==> config.mk <==
export PLATFORM = sky130hd
export DESIGN_NAME = keyboard_scan_code_decoder
export DESIGN_NICKNAME = d
export VERILOG_FILES = /design/src/rtl/kscd_pkg.sv /design/src/rtl/keyboard_scan_code_decoder.sv /design/src/rtl/kscd_char_map.sv /design/src/rtl/kscd_cmd_queue.sv
export VERILOG_INCLUDE_DIRS = /design/src /design/src/rtl
export SDC_FILE = /design/constraint.sdc
export NUM_CORES = 1
export LEC_CHECK = 0
export BUFFER_PORTS_ARGS = -buffer_cell sky130_fd_sc_hd__buf_2
export CAP_MARGIN = 30
export CORE_MARGIN = 5
export CORE_UTILIZATION = 62
export DETAILED_ROUTE_END_ITERATION = 16
export GPL_ROUTABILITY_DRIVEN = 0
export GPL_TIMING_DRIVEN = 0
export HOLD_SLACK_MARGIN = 0.12
export PLACE_DENSITY_LB_ADDON = 0.2
export SLEW_MARGIN = 20
export SYNTH_ARGS = -nofsm -noshare
export SYNTH_HDL_FRONTEND = slang
export SYNTH_HIERARCHICAL = 1
export SYNTH_SLANG_ARGS = --single-unit
==> constraint.sdc <==
create_clock -name i_clk -period 7.3 [get_ports i_clk]
set_input_delay 1.46 -clock i_clk [delete_from_list [all_inputs] [get_ports i_clk]]
set_output_delay 1.46 -clock i_clk [all_outputs]
set_load 0.1 [all_outputs]
==> src/rtl/assert_macros.svh <==
`ifndef ASSERT_MACROS_SVH
`define ASSERT_MACROS_SVH

// same-cycle implication, checked out of reset
`define KSCD_ASSERT_IMP(lbl, ante, cons, msg) \
    lbl: assert property (@(posedge i_clk) disable iff (!i_rst_n) (ante) |-> (cons)) \
        else $error(msg);

// next-cycle implication, checked out of reset
`define KSCD_ASSERT_NXT(lbl, ante, cons, msg) \
    lbl: assert property (@(posedge i_clk) disable iff (!i_rst_n) (ante) |=> (cons)) \
        else $error(msg);

`endif

==> src/rtl/kscd_pkg.sv <==
package kscd_pkg;

    localparam logic [7:0] CMD_SET_LEDS = 8'hED;
    localparam logic [7:0] RSP_ACK      = 8'hFA;
    localparam logic [7:0] RSP_RESEND   = 8'hFE;
    localparam logic [7:0] SC_LSHIFT_MK = 8'h2A;
    localparam logic [7:0] SC_RSHIFT_MK = 8'h36;
    localparam logic [7:0] SC_LSHIFT_BR = 8'hAA;
    localparam logic [7:0] SC_RSHIFT_BR = 8'hB6;
    localparam logic [7:0] SC_CAPS      = 8'h3A;
    localparam logic [7:0] SC_NUM       = 8'h45;
    localparam logic [7:0] SC_SCROLL    = 8'h46;
    localparam logic [6:0] CASE_OFFSET  = 7'h20;
    localparam logic [6:0] ASCII_UC_A   = 7'h41;
    localparam logic [6:0] ASCII_UC_Z   = 7'h5A;
    localparam logic [2:0] LED_CAPS     = 3'b100;
    localparam logic [2:0] LED_NUM      = 3'b010;
    localparam logic [2:0] LED_SCROLL   = 3'b001;

    // one LED command: 0xED always first, then the LED byte if it fit
    typedef struct packed {
        logic       has_leds;
        logic [2:0] leds;
    } t_cmd_rec;

    typedef struct packed {
        logic       reload;
        logic [2:0] reload_leds;
        logic       push;
        logic [2:0] push_leds;
        logic       pop;
    } t_q_ctl;

    typedef struct packed {
        logic       ed_ok;
        logic       leds_ok;
        logic       avail;
        logic [7:0] head_byte;
    } t_q_stat;

    function automatic logic [6:0] plain_char(input logic [6:0] code);
        logic [6:0] ch;
        case (code)
            7'h02: ch = 7'h31;
            7'h03: ch = 7'h32;
            7'h04: ch = 7'h33;
            7'h05: ch = 7'h34;
            7'h06: ch = 7'h35;
            7'h07: ch = 7'h36;
            7'h08: ch = 7'h37;
            7'h09: ch = 7'h38;
            7'h0A: ch = 7'h39;
            7'h0B: ch = 7'h30;
            7'h0C: ch = 7'h2D;
            7'h0D: ch = 7'h3D;
            7'h0E: ch = 7'h08;
            7'h10: ch = 7'h51;
            7'h11: ch = 7'h57;
            7'h12: ch = 7'h45;
            7'h13: ch = 7'h52;
            7'h14: ch = 7'h54;
            7'h15: ch = 7'h59;
            7'h16: ch = 7'h55;
            7'h17: ch = 7'h49;
            7'h18: ch = 7'h4F;
            7'h19: ch = 7'h50;
            7'h1A: ch = 7'h5B;
            7'h1B: ch = 7'h5D;
            7'h1C: ch = 7'h0A;
            7'h1E: ch = 7'h41;
            7'h1F: ch = 7'h53;
            7'h20: ch = 7'h44;
            7'h21: ch = 7'h46;
            7'h22: ch = 7'h47;
            7'h23: ch = 7'h48;
            7'h24: ch = 7'h4A;
            7'h25: ch = 7'h4B;
            7'h26: ch = 7'h4C;
            7'h27: ch = 7'h3B;
            7'h28: ch = 7'h27;
            7'h29: ch = 7'h60;
            7'h2B: ch = 7'h5C;
            7'h2C: ch = 7'h5A;
            7'h2D: ch = 7'h58;
            7'h2E: ch = 7'h43;
            7'h2F: ch = 7'h56;
            7'h30: ch = 7'h42;
            7'h31: ch = 7'h4E;
            7'h32: ch = 7'h4D;
            7'h33: ch = 7'h2C;
            7'h34: ch = 7'h2E;
            7'h35: ch = 7'h2F;
            7'h37: ch = 7'h2A;
            7'h39: ch = 7'h20;
            7'h47: ch = 7'h37;
            7'h48: ch = 7'h38;
            7'h49: ch = 7'h39;
            7'h4A: ch = 7'h2D;
            7'h4B: ch = 7'h34;
            7'h4C: ch = 7'h35;
            7'h4D: ch = 7'h36;
            7'h4E: ch = 7'h2B;
            7'h4F: ch = 7'h31;
            7'h50: ch = 7'h32;
            7'h51: ch = 7'h33;
            7'h52: ch = 7'h30;
            7'h53: ch = 7'h2E;
            default: ch = 7'h00;
        endcase
        return ch;
    endfunction

    // only the keys whose shifted glyph differs; the rest match the plain map
    function automatic logic [6:0] shifted_char(input logic [6:0] code);
        logic [6:0] ch;
        case (code)
            7'h02: ch = 7'h21;
            7'h03: ch = 7'h40;
            7'h04: ch = 7'h23;
            7'h05: ch = 7'h24;
            7'h06: ch = 7'h25;
            7'h07: ch = 7'h5E;
            7'h08: ch = 7'h26;
            7'h09: ch = 7'h2A;
            7'h0A: ch = 7'h28;
            7'h0B: ch = 7'h29;
            7'h0C: ch = 7'h5F;
            7'h0D: ch = 7'h2B;
            7'h1A: ch = 7'h7B;
            7'h1B: ch = 7'h7D;
            7'h27: ch = 7'h3A;
            7'h28: ch = 7'h22;
            7'h29: ch = 7'h7E;
            7'h2B: ch = 7'h7C;
            7'h33: ch = 7'h3C;
            7'h34: ch = 7'h3E;
            7'h35: ch = 7'h3F;
            default: ch = plain_char(code);
        endcase
        return ch;
    endfunction

endpackage

==> src/rtl/keyboard_scan_code_decoder.sv <==
// Channel   Dir  Handshake                      Payload
// s_axis    in   s_axis_tvalid/s_axis_tready     tdata: scan_code
// m_axis    out  m_axis_tvalid/m_axis_tready     tuser: char_valid, tx_valid
//                                                tdata: char_code, tx_byte, led_state,
//                                                       queue_dropped
// cfg       in   i_cfg_valid/o_cfg_ready         i_cfg_data: initial_leds
//
// One byte per cycle while m_axis accepts; each byte passes the input register, then the result register.
// Each byte is registered, decoded and state-updated in one pass, then held in the
// result register; the command queue memory has one write and one registered read.
// Reset (i_rst_n, synchronous) clears LEDs and shift state and loads the queue with
// 0xED, 0x00; a config write loads LEDs from i_cfg_data and the queue with 0xED and that LED byte.
// A stalled m_axis holds the result; s_axis keeps accepting while the input stage
// is free.
module keyboard_scan_code_decoder #(
    parameter int CMD_QUEUE_DEPTH = 32
) (
    input  logic        i_clk,
    input  logic        i_rst_n,

    input  logic        i_cfg_valid,
    output logic        o_cfg_ready,
    input  logic [2:0]  i_cfg_data,

    input  logic        s_axis_tvalid,
    output logic        s_axis_tready,
    input  logic [7:0]  s_axis_tdata,   // [7:0] scan_code

    output logic        m_axis_tvalid,
    input  logic        m_axis_tready,
    output logic [23:0] m_axis_tdata,   // [6:0] char_code, [14:7] tx_byte,
                                        // [17:15] led_state, [18] queue_dropped
    output logic [1:0]  m_axis_tuser    // [0] char_valid, [1] tx_valid
);

`include "assert_macros.svh"

    logic              r_in_valid;
    logic [7:0]        r_in_code;
    logic              r_out_valid;
    logic [23:0]       r_out_data;
    logic [1:0]        r_out_user;

    logic [1:0]        r_shift, n_shift;
    logic [2:0]        r_leds, n_leds;
    logic              r_pend_valid, n_pend_valid;
    logic [7:0]        r_pend_byte, n_pend_byte;

    logic              w_cfg_we;
    logic              w_adv;
    logic              w_fire;
    logic [2:0]        w_toggle;
    logic              w_ack;
    logic              w_resend;
    logic              w_pend_kept;
    logic              w_pop;
    logic              w_tx_valid;
    logic [7:0]        w_tx_byte;
    logic              w_dropped;
    logic              w_char_valid;
    logic [6:0]        w_char_code;

    kscd_pkg::t_q_ctl  w_qctl;
    kscd_pkg::t_q_stat w_qstat;

    assign o_cfg_ready   = 1'b1;
    assign w_cfg_we      = i_cfg_valid && o_cfg_ready;
    assign w_adv         = !r_out_valid || m_axis_tready;
    assign w_fire        = r_in_valid && w_adv;
    assign s_axis_tready = !r_in_valid || w_adv;

    kscd_char_map u_char_map (
        .i_code       (r_in_code),
        .i_shift      (r_shift != 2'b00),
        .i_caps       (r_leds[2]),
        .o_char_valid (w_char_valid),
        .o_char_code  (w_char_code)
    );

    always_comb begin
        n_shift  = r_shift;
        w_toggle = 3'b000;
        case (r_in_code)
            kscd_pkg::SC_LSHIFT_MK: n_shift  = r_shift | 2'b01;
            kscd_pkg::SC_RSHIFT_MK: n_shift  = r_shift | 2'b10;
            kscd_pkg::SC_LSHIFT_BR: n_shift  = r_shift & 2'b10;
            kscd_pkg::SC_RSHIFT_BR: n_shift  = r_shift & 2'b01;
            kscd_pkg::SC_CAPS:      w_toggle = kscd_pkg::LED_CAPS;
            kscd_pkg::SC_NUM:       w_toggle = kscd_pkg::LED_NUM;
            kscd_pkg::SC_SCROLL:    w_toggle = kscd_pkg::LED_SCROLL;
            default:                w_toggle = 3'b000;
        endcase
    end

    assign w_ack       = (r_in_code == kscd_pkg::RSP_ACK);
    assign w_resend    = (r_in_code == kscd_pkg::RSP_RESEND) && r_pend_valid;
    assign n_leds      = r_leds ^ w_toggle;
    assign w_pend_kept = r_pend_valid && !w_ack;
    assign w_pop       = w_fire && !w_pend_kept && w_qstat.avail;

    assign w_qctl.reload      = w_cfg_we;
    assign w_qctl.reload_leds = i_cfg_data;
    assign w_qctl.push        = w_fire && (w_toggle != 3'b000);
    assign w_qctl.push_leds   = n_leds;
    assign w_qctl.pop         = w_pop;

    kscd_cmd_queue #(
        .DEPTH (CMD_QUEUE_DEPTH)
    ) u_cmd_queue (
        .i_clk   (i_clk),
        .i_rst_n (i_rst_n),
        .i_ctl   (w_qctl),
        .o_stat  (w_qstat)
    );

    assign w_dropped    = (w_toggle != 3'b000) && !w_qstat.leds_ok;
    assign w_tx_valid   = w_resend || w_pop;
    assign w_tx_byte    = w_pop ? w_qstat.head_byte : (w_resend ? r_pend_byte : 8'h00);
    assign n_pend_valid = w_pop || w_pend_kept;
    assign n_pend_byte  = w_pop ? w_qstat.head_byte : r_pend_byte;

    always_ff @(posedge i_clk) begin
        if (!i_rst_n) begin
            r_in_valid <= 1'b0;
        end else if (s_axis_tready) begin
            r_in_valid <= s_axis_tvalid;
        end
        if (s_axis_tready && s_axis_tvalid) begin
            r_in_code <= s_axis_tdata;
        end
    end

    always_ff @(posedge i_clk) begin
        if (!i_rst_n) begin
            r_shift      <= 2'b00;
            r_leds       <= 3'b000;
            r_pend_valid <= 1'b0;
        end else if (w_cfg_we) begin
            r_leds       <= i_cfg_data;
            r_pend_valid <= 1'b0;
        end else if (w_fire) begin
            r_shift      <= n_shift;
            r_leds       <= n_leds;
            r_pend_valid <= n_pend_valid;
        end
        if (w_fire) begin
            r_pend_byte <= n_pend_byte;
        end
    end

    always_ff @(posedge i_clk) begin
        if (!i_rst_n) begin
            r_out_valid <= 1'b0;
        end else if (w_adv) begin
            r_out_valid <= r_in_valid;
        end
        if (w_fire) begin
            r_out_data <= {5'b0, w_dropped, n_leds, w_tx_byte, w_char_code};
            r_out_user <= {w_tx_valid, w_char_valid};
        end
    end

    assign m_axis_tvalid = r_out_valid;
    assign m_axis_tdata  = r_out_data;
    assign m_axis_tuser  = r_out_user;

    `KSCD_ASSERT_IMP(a_ready_when_free, !r_out_valid, s_axis_tready, "input stalled with free output")
    `KSCD_ASSERT_NXT(a_pop_sets_pend, w_pop && !w_cfg_we, r_pend_valid, "sent byte not pending")
    `KSCD_ASSERT_IMP(a_tx_one_source, w_fire, !(w_pop && w_resend), "pop and resend together")

endmodule

==> src/rtl/kscd_char_map.sv <==
module kscd_char_map (
    input  logic [7:0] i_code,
    input  logic       i_shift,
    input  logic       i_caps,
    output logic       o_char_valid,
    output logic [6:0] o_char_code
);

    logic [6:0] w_base;
    logic       w_letter;

    always_comb begin
        if (i_code[7]) begin
            w_base = 7'h00;
        end else if (i_shift) begin
            w_base = kscd_pkg::shifted_char(i_code[6:0]);
        end else begin
            w_base = kscd_pkg::plain_char(i_code[6:0]);
        end
    end

    assign w_letter = (w_base >= kscd_pkg::ASCII_UC_A) && (w_base <= kscd_pkg::ASCII_UC_Z);

    assign o_char_code  = (w_letter && (i_caps == i_shift)) ? w_base + kscd_pkg::CASE_OFFSET
                                                             : w_base;
    assign o_char_valid = (o_char_code != 7'h00);

endmodule

==> src/rtl/kscd_cmd_queue.sv <==
`include "assert_macros.svh"

module kscd_cmd_queue #(
    parameter int DEPTH = 32
) (
    input  logic               i_clk,
    input  logic               i_rst_n,
    input  kscd_pkg::t_q_ctl   i_ctl,
    output kscd_pkg::t_q_stat  o_stat
);

    localparam int AW = (DEPTH > 1) ? $clog2(DEPTH) : 1;
    localparam int CW = $clog2(DEPTH + 1);

    // one record per LED command; byte count tracks the byte-level fill
    kscd_pkg::t_cmd_rec mem [DEPTH];

    logic [AW-1:0]      r_wr_ptr, n_wr_ptr;
    logic [AW-1:0]      r_rd_ptr, n_rd_ptr;
    logic [CW-1:0]      r_bcount, n_bcount;
    logic               r_off, n_off;
    kscd_pkg::t_cmd_rec r_q;
    logic               r_fwd;
    kscd_pkg::t_cmd_rec r_fwd_rec;

    logic               w_reload;
    logic               w_we;
    logic [AW-1:0]      w_wa;
    logic [AW-1:0]      w_ra;
    kscd_pkg::t_cmd_rec w_wd;
    kscd_pkg::t_cmd_rec w_push_rec;
    kscd_pkg::t_cmd_rec w_head;
    logic               w_ed_ok;
    logic               w_leds_ok;
    logic [CW-1:0]      w_cnt_push;

    function automatic logic [AW-1:0] ptr_inc(input logic [AW-1:0] p);
        return (p == AW'(DEPTH - 1)) ? '0 : p + 1'b1;
    endfunction

    assign w_reload  = !i_rst_n || i_ctl.reload;
    assign w_ed_ok   = r_bcount < CW'(DEPTH);
    assign w_leds_ok = r_bcount < CW'(DEPTH - 1);

    assign w_push_rec.has_leds = w_leds_ok;
    assign w_push_rec.leds     = i_ctl.push_leds;

    // empty queue: the head record is the one arriving now
    assign w_head = (r_bcount == '0) ? w_push_rec : (r_fwd ? r_fwd_rec : r_q);

    assign w_cnt_push = r_bcount + CW'(i_ctl.push && w_ed_ok) + CW'(i_ctl.push && w_leds_ok);

    assign o_stat.ed_ok     = w_ed_ok;
    assign o_stat.leds_ok   = w_leds_ok;
    assign o_stat.avail     = (w_cnt_push != '0);
    assign o_stat.head_byte = r_off ? {5'b0, w_head.leds} : kscd_pkg::CMD_SET_LEDS;

    always_comb begin
        n_wr_ptr = r_wr_ptr;
        n_rd_ptr = r_rd_ptr;
        n_off    = r_off;
        n_bcount = w_cnt_push;
        if (i_ctl.push && w_ed_ok) begin
            n_wr_ptr = ptr_inc(r_wr_ptr);
        end
        if (i_ctl.pop) begin
            n_bcount = w_cnt_push - 1'b1;
            if (!r_off && w_head.has_leds) begin
                n_off = 1'b1;
            end else begin
                n_off    = 1'b0;
                n_rd_ptr = ptr_inc(r_rd_ptr);
            end
        end
    end

    always_comb begin
        if (w_reload) begin
            w_we          = 1'b1;
            w_wa          = '0;
            w_ra          = '0;
            w_wd.has_leds = 1'b1;
            w_wd.leds     = i_rst_n ? i_ctl.reload_leds : 3'b000;
        end else begin
            w_we = i_ctl.push && w_ed_ok;
            w_wa = r_wr_ptr;
            w_ra = n_rd_ptr;
            w_wd = w_push_rec;
        end
    end

    always_ff @(posedge i_clk) begin
        if (w_we) begin
            mem[w_wa] <= w_wd;
        end
        r_q       <= mem[w_ra];
        r_fwd     <= w_we && (w_wa == w_ra);
        r_fwd_rec <= w_wd;
    end

    always_ff @(posedge i_clk) begin
        if (w_reload) begin
            r_wr_ptr <= AW'(1);
            r_rd_ptr <= '0;
            r_bcount <= CW'(2);
            r_off    <= 1'b0;
        end else begin
            r_wr_ptr <= n_wr_ptr;
            r_rd_ptr <= n_rd_ptr;
            r_bcount <= n_bcount;
            r_off    <= n_off;
        end
    end

    `KSCD_ASSERT_IMP(a_cnt_max, 1'b1, r_bcount <= CW'(DEPTH), "byte count above depth")
    `KSCD_ASSERT_IMP(a_pop_avail, i_ctl.pop, o_stat.avail, "pop from empty queue")
    `KSCD_ASSERT_IMP(a_off_nonempty, r_off, r_bcount != '0, "LED byte offset on empty queue")

endmodule

* Word level (Yosys, flattened, before mapping)
Memory sizes are Yosys's and may differ from the RTL's. A register that Yosys moved wholly into a read port is not among the register bits.
Cells that the tools add are included.
Widths: inputs -> output; s select.
** Storage, ports and cells
- Bits in registers :: 67
- Memory bits (writable) :: 128
- Memory bits (read-only) :: 1792
- Bits of input ports :: 16
- Output and inout port bits :: 29
- Logic and storage cells :: 137
- Memories kept :: 3
** Cells by class
- Add/sub/neg operators :: 6
- Order comparisons :: 4
- Equality and inequality tests :: 34
- Muxes and demuxes :: 28
- Bitwise operators :: 7
- Reductions and logical operators :: 38
** Memories
- (no name shown) :: words 128, width 7, read ports 1, clocked after Yosys merged registers in 1, write ports 0, RTL line kscd_pkg.sv:43 : case (code)
- (no name shown) :: words 128, width 7, read ports 1, clocked after Yosys merged registers in 1, write ports 0, RTL line kscd_pkg.sv:43
- u_cmd_queue.mem :: words 32, width 4, read ports 1, clocked after Yosys merged registers in 1, write ports 1, RTL line kscd_cmd_queue.sv:16 : kscd_pkg::t_cmd_rec mem [DEPTH];
** Operator list (count)
- $pmux 7 s21 :: 1
- $eq 7x6->1 const B :: 7
- $eq 7x4->1 const B :: 6
- $mux 7 :: 5
- $eq 8x8->1 const B :: 4
- $mux 5 :: 6
- $eq 7x3->1 const B :: 4
- $eq 8x6->1 const B :: 3
- $mux 8 :: 3
- $eq 8x7->1 const B :: 2
- $eq 7x2->1 const B :: 2
- $eq 7x5->1 const B :: 2
- $logic_and 1x1->1 :: 14
- $add 6x1->6 :: 2
- $mux 4 :: 3
- $add 5x1->5 const B :: 2
- $eq 5x5->1 const B :: 2
- $reduce_and 5->1 :: 2
- $mux 3 :: 3
- $pmux 3 s3 :: 1
- $pmux 2 s4 :: 1
- $reduce_bool 2->1 :: 4
- $add 7x6->7 const B :: 1
- $ge 7x7->1 const B :: 1
- other kinds (18) :: 36

* Longest topological paths before layout
- Depth after elaboration :: 13
- Gate-level depth with buffers :: 28
- Mapped depth without buffers :: 24

* Cells and area by module
Netlist, hierarchy kept.
** By module, submodules not included
- kscd_cmd_queue :: times used 1, cells each 541, area an instance 6879.1 um^2, seq. area each 4364.2 um^2
- keyboard_scan_code_decoder :: times used 1, cells each 126, area an instance 1854.3 um^2, seq. area each 1271.2 um^2
- kscd_char_map :: times used 1, cells each 274, area an instance 1814.2 um^2, seq. area each 0.0 um^2

* Worst setup path before layout
No wires, ideal clock.
- Path kind :: input port to flip-flop
- Start :: input m_axis_tready
- End :: register, netlist name u_cmd_queue/r_q[0]
- Library setup time :: 0.134 ns
- Arrival time :: 6.214 ns
- Required time :: 7.166 ns
- Setup slack :: 0.952 ns
- Stages on the path :: 22
- Path buffers :: 2
- Cells stage by stage :: nand2b_1 and2_0 buf_2 nor2b_1 nand2_1 nor2_1 fa_1 ha_1 nand3_1 xor2_1 and2_1 nand4_1 nand3_1 a21oi_4 clkbuf_1 nand2_1 o221a_2 a31oi_2 a21boi_2 a221o_1 o22ai_1 or4_1
** RTL lines
- start, declared :: RTL line keyboard_scan_code_decoder.sv:30 : input logic m_axis_tready,

==> results.cfg <==
[pwr]
vdd_drop_max_mv = 0.2021
leakage_nw = 4.150
power.density_nw_per_um2 = 210.1
sw_frac_of_total_pct = 26.64
p_sw_mw = 0.6586
seqPwrFrac_pct = 51.0
power.internal_mw = 1.814
p_comb_share_pct = 10.5
pwr-share-clk_pct = 38.5

[grt]
grt_antenna_before_repair = 0
grt_max_degree = 34
grt_pass1_vias = 7827
track_usage_pct = 26.02
overflow = 0
grt_pass1_wl_mm = 40.63

[timing]
slew_headroom_pct = 39.91
finalSetupViolations = 0
hold_viol = 0
holdWs_ns = 0.4928
tightestPinTransition_ns = 0.9014
fin_crit_ns = 6.861
clock.fmax_ghz = 0.1458
rsz0062_at_grt = no
fin_setup_tns_ns = 0
period_share_pct = 93.98
clock_skew_ns = 0.01169
slew_violations = 0

[cells_and_area]
antennaDiodeCount = 0
area_delta_synth_final_pct = 11.66
seq_area_um2 = 5635
multi_input_comb_area_um2 = 4472
num-nets-final = 1042
stdcell_count = 1237
drive_gt1_share_pct = 15.14
utilization_pct = 70.72
fillers = 1215

[worst_hold_path]
hold_class = reg -> reg

[job]
cap_viol_max_count = 0

[clocking]
postCtsHoldBufs = 0
cts_made_buffers = 17
root_buffer = clkbuf_16
clock_latency_ns = 0.44
cts_tree = done
ctsLongestPathBuffers = 2
cts.sinks = 199
htreeDepth = 4
path_clk_slew_ns = 0.07

[placed_design]
portBuffers = 38
place_hpwl_mm = 17.60
place_inst = 1205

[floorplanning]
num_rows = 47
dieHeight_um = 140.4
dieArea_um2 = 19710
die_w_um = 140.4
pin_count = 45
coreArea_um2 = 16640
start_util_pct = 63.33

[drt]
antenna_left = 0
drt_wl_total_mm = 25.51
wirelength_met1_mm = 9.954
vias = 8012
route.detailed.wl_per_inst_um = 20.62
avgViaCountPerCell = 6.477
wl_met2_mm = 12.32
dr.max_layer_used = met4
wl_met3_mm = 2.131
drt_iter0_drc = 965
drc = 0
drt-pass1-iter-count = 6

[yosys]
syn_area_um2 = 10540
ys_warn_count = 6
synthCells = 940
synth.avg_cell_area_um2 = 11.21

[setup_path]
cp-end-kind = flop
worstSetupStartpointType = input pin
criticalPathCategory = in -> reg
cpPeakStageDelay_ns = 0.58
crit_required_ns = 7.60
worstPathArrival_ns = 7.16
cp_max_fo = 25
cpMaxStageDelayCell = or4_1

[run_status]
outcome = finished clean
final timing paths:
path | endpoint | depth (start not counted) | slack, ns | from
max | u_cmd_queue/r_q[1]$_DFF_P_ | 25 | 0.44 | m_axis_tready
min | r_shift[1]$_SDFFE_PN0P_ | 2 | 0.49 | r_shift[1]$_SDFFE_PN0P_
max reg2reg | u_cmd_queue/r_q[1]$_DFF_P_ | 24 | 0.93 | r_in_code[2]$_DFFE_PP_
min reg2reg | r_shift[1]$_SDFFE_PN0P_ | 2 | 0.49 | r_shift[1]$_SDFFE_PN0P_
routing by layer:
layer  GRT usage [%]  vias up
met5               0        -
met3           5.658       87
met4           13.11        0
met1           32.84     3800
li1                -     3685
met2           42.46      440
cell type report:
type | instances | area share (%)
Tap cell | 220 | 2.339
Clock buffer | 18 | 3.647
Clock inverter | 14 | 1.488
Sequential cell | 199 | 47.88
Buffer | 64 | 3.243
Timing Repair Buffer | 42 | 2.381
Multi-Input combinational cell | 648 | 38.00
Inverter | 32 | 1.021
worst max-delay path, delay by kind of cell:
kind	cells	cell delay, ns
buffers and inverters	5	1.02
AND/OR/NAND/NOR	12	2.58
XOR/XNOR	1	0.09
adder cells (fa/ha/maj)	2	0.71
AO/OA/AOI/OAI	5	1.28
timing repair:
item	CTS	global route
buffers inserted	0	1
setup endpoints to repair	0	4
resized for setup	0	6
cells in the final DEF (no fill, tap or decap), types with 8 or more instances in the layout:
| master | count |
|---|---|
| edfxtp_1 | 165 |
| nor2_1 | 85 |
| nand2_1 | 64 |
| mux2i_1 | 59 |
| buf_2 | 48 |
| a21oi_1 | 42 |
| nand3_1 | 35 |
| dfxtp_1 | 34 |
| o21ai_0 | 33 |
| inv_1 | 29 |
| clkbuf_1 | 26 |
| ha_1 | 21 |
| nand2b_1 | 17 |
| clkbuf_16 | 17 |
| buf_4 | 16 |
| o221ai_1 | 15 |
| nand4_1 | 14 |
| o22ai_1 | 14 |
| xnor2_1 | 13 |
| nor2b_1 | 13 |
| xor2_1 | 11 |
| nor3_1 | 10 |
| buf_6 | 9 |
| a22o_1 | 8 |
| a211oi_1 | 8 |
stage by stage:
stage	instance area (um2)	power [mW]	worst slack (ns)
CTS	11740	2.475	0.05308
floorplan	10560	1.472	0.9521
finish	11770	2.472	0.4394
global placement	11020	1.531	-0.2577
detailed placement	11140	1.540	-0.3348
global route	11770	2.556	0.09620
registers in the layout, indices dropped and copies added, names as in the netlist:
| name | flops |
|---|---|
| r_pend_byte | 8 |
| u_cmd_queue/r_fwd_rec | 4 |
| m_axis_tdata | 19 |
| m_axis_tuser | 2 |
| u_cmd_queue/r_q | 4 |
| r_in_code | 8 |
| m_axis_tvalid | 1 |
| u_cmd_queue/r_off | 1 |
| u_cmd_queue/r_wr_ptr | 5 |
| u_cmd_queue/r_fwd | 1 |
| u_cmd_queue/r_bcount | 6 |
| r_leds | 3 |
| u_cmd_queue/r_rd_ptr | 5 |
| r_shift | 2 |
| u_cmd_queue/mem | 128 |
| r_in_valid | 1 |
| r_pend_valid | 1 |
power by group through the flow:
stage | sequential [mW] | combinational, mW | clock, mW
5_1_grt | 1.26 | 0.275 | 1.02
3_5_place_dp | 1.29 | 0.253 | 0
3_3_place_gp | 1.29 | 0.244 | 0
4_1_cts | 1.26 | 0.254 | 0.960
6_report | 1.26 | 0.260 | 0.952
2_1_floorplan | 1.33 | 0.142 | 0
Note: power is estimated with default switching activity, not from simulation.
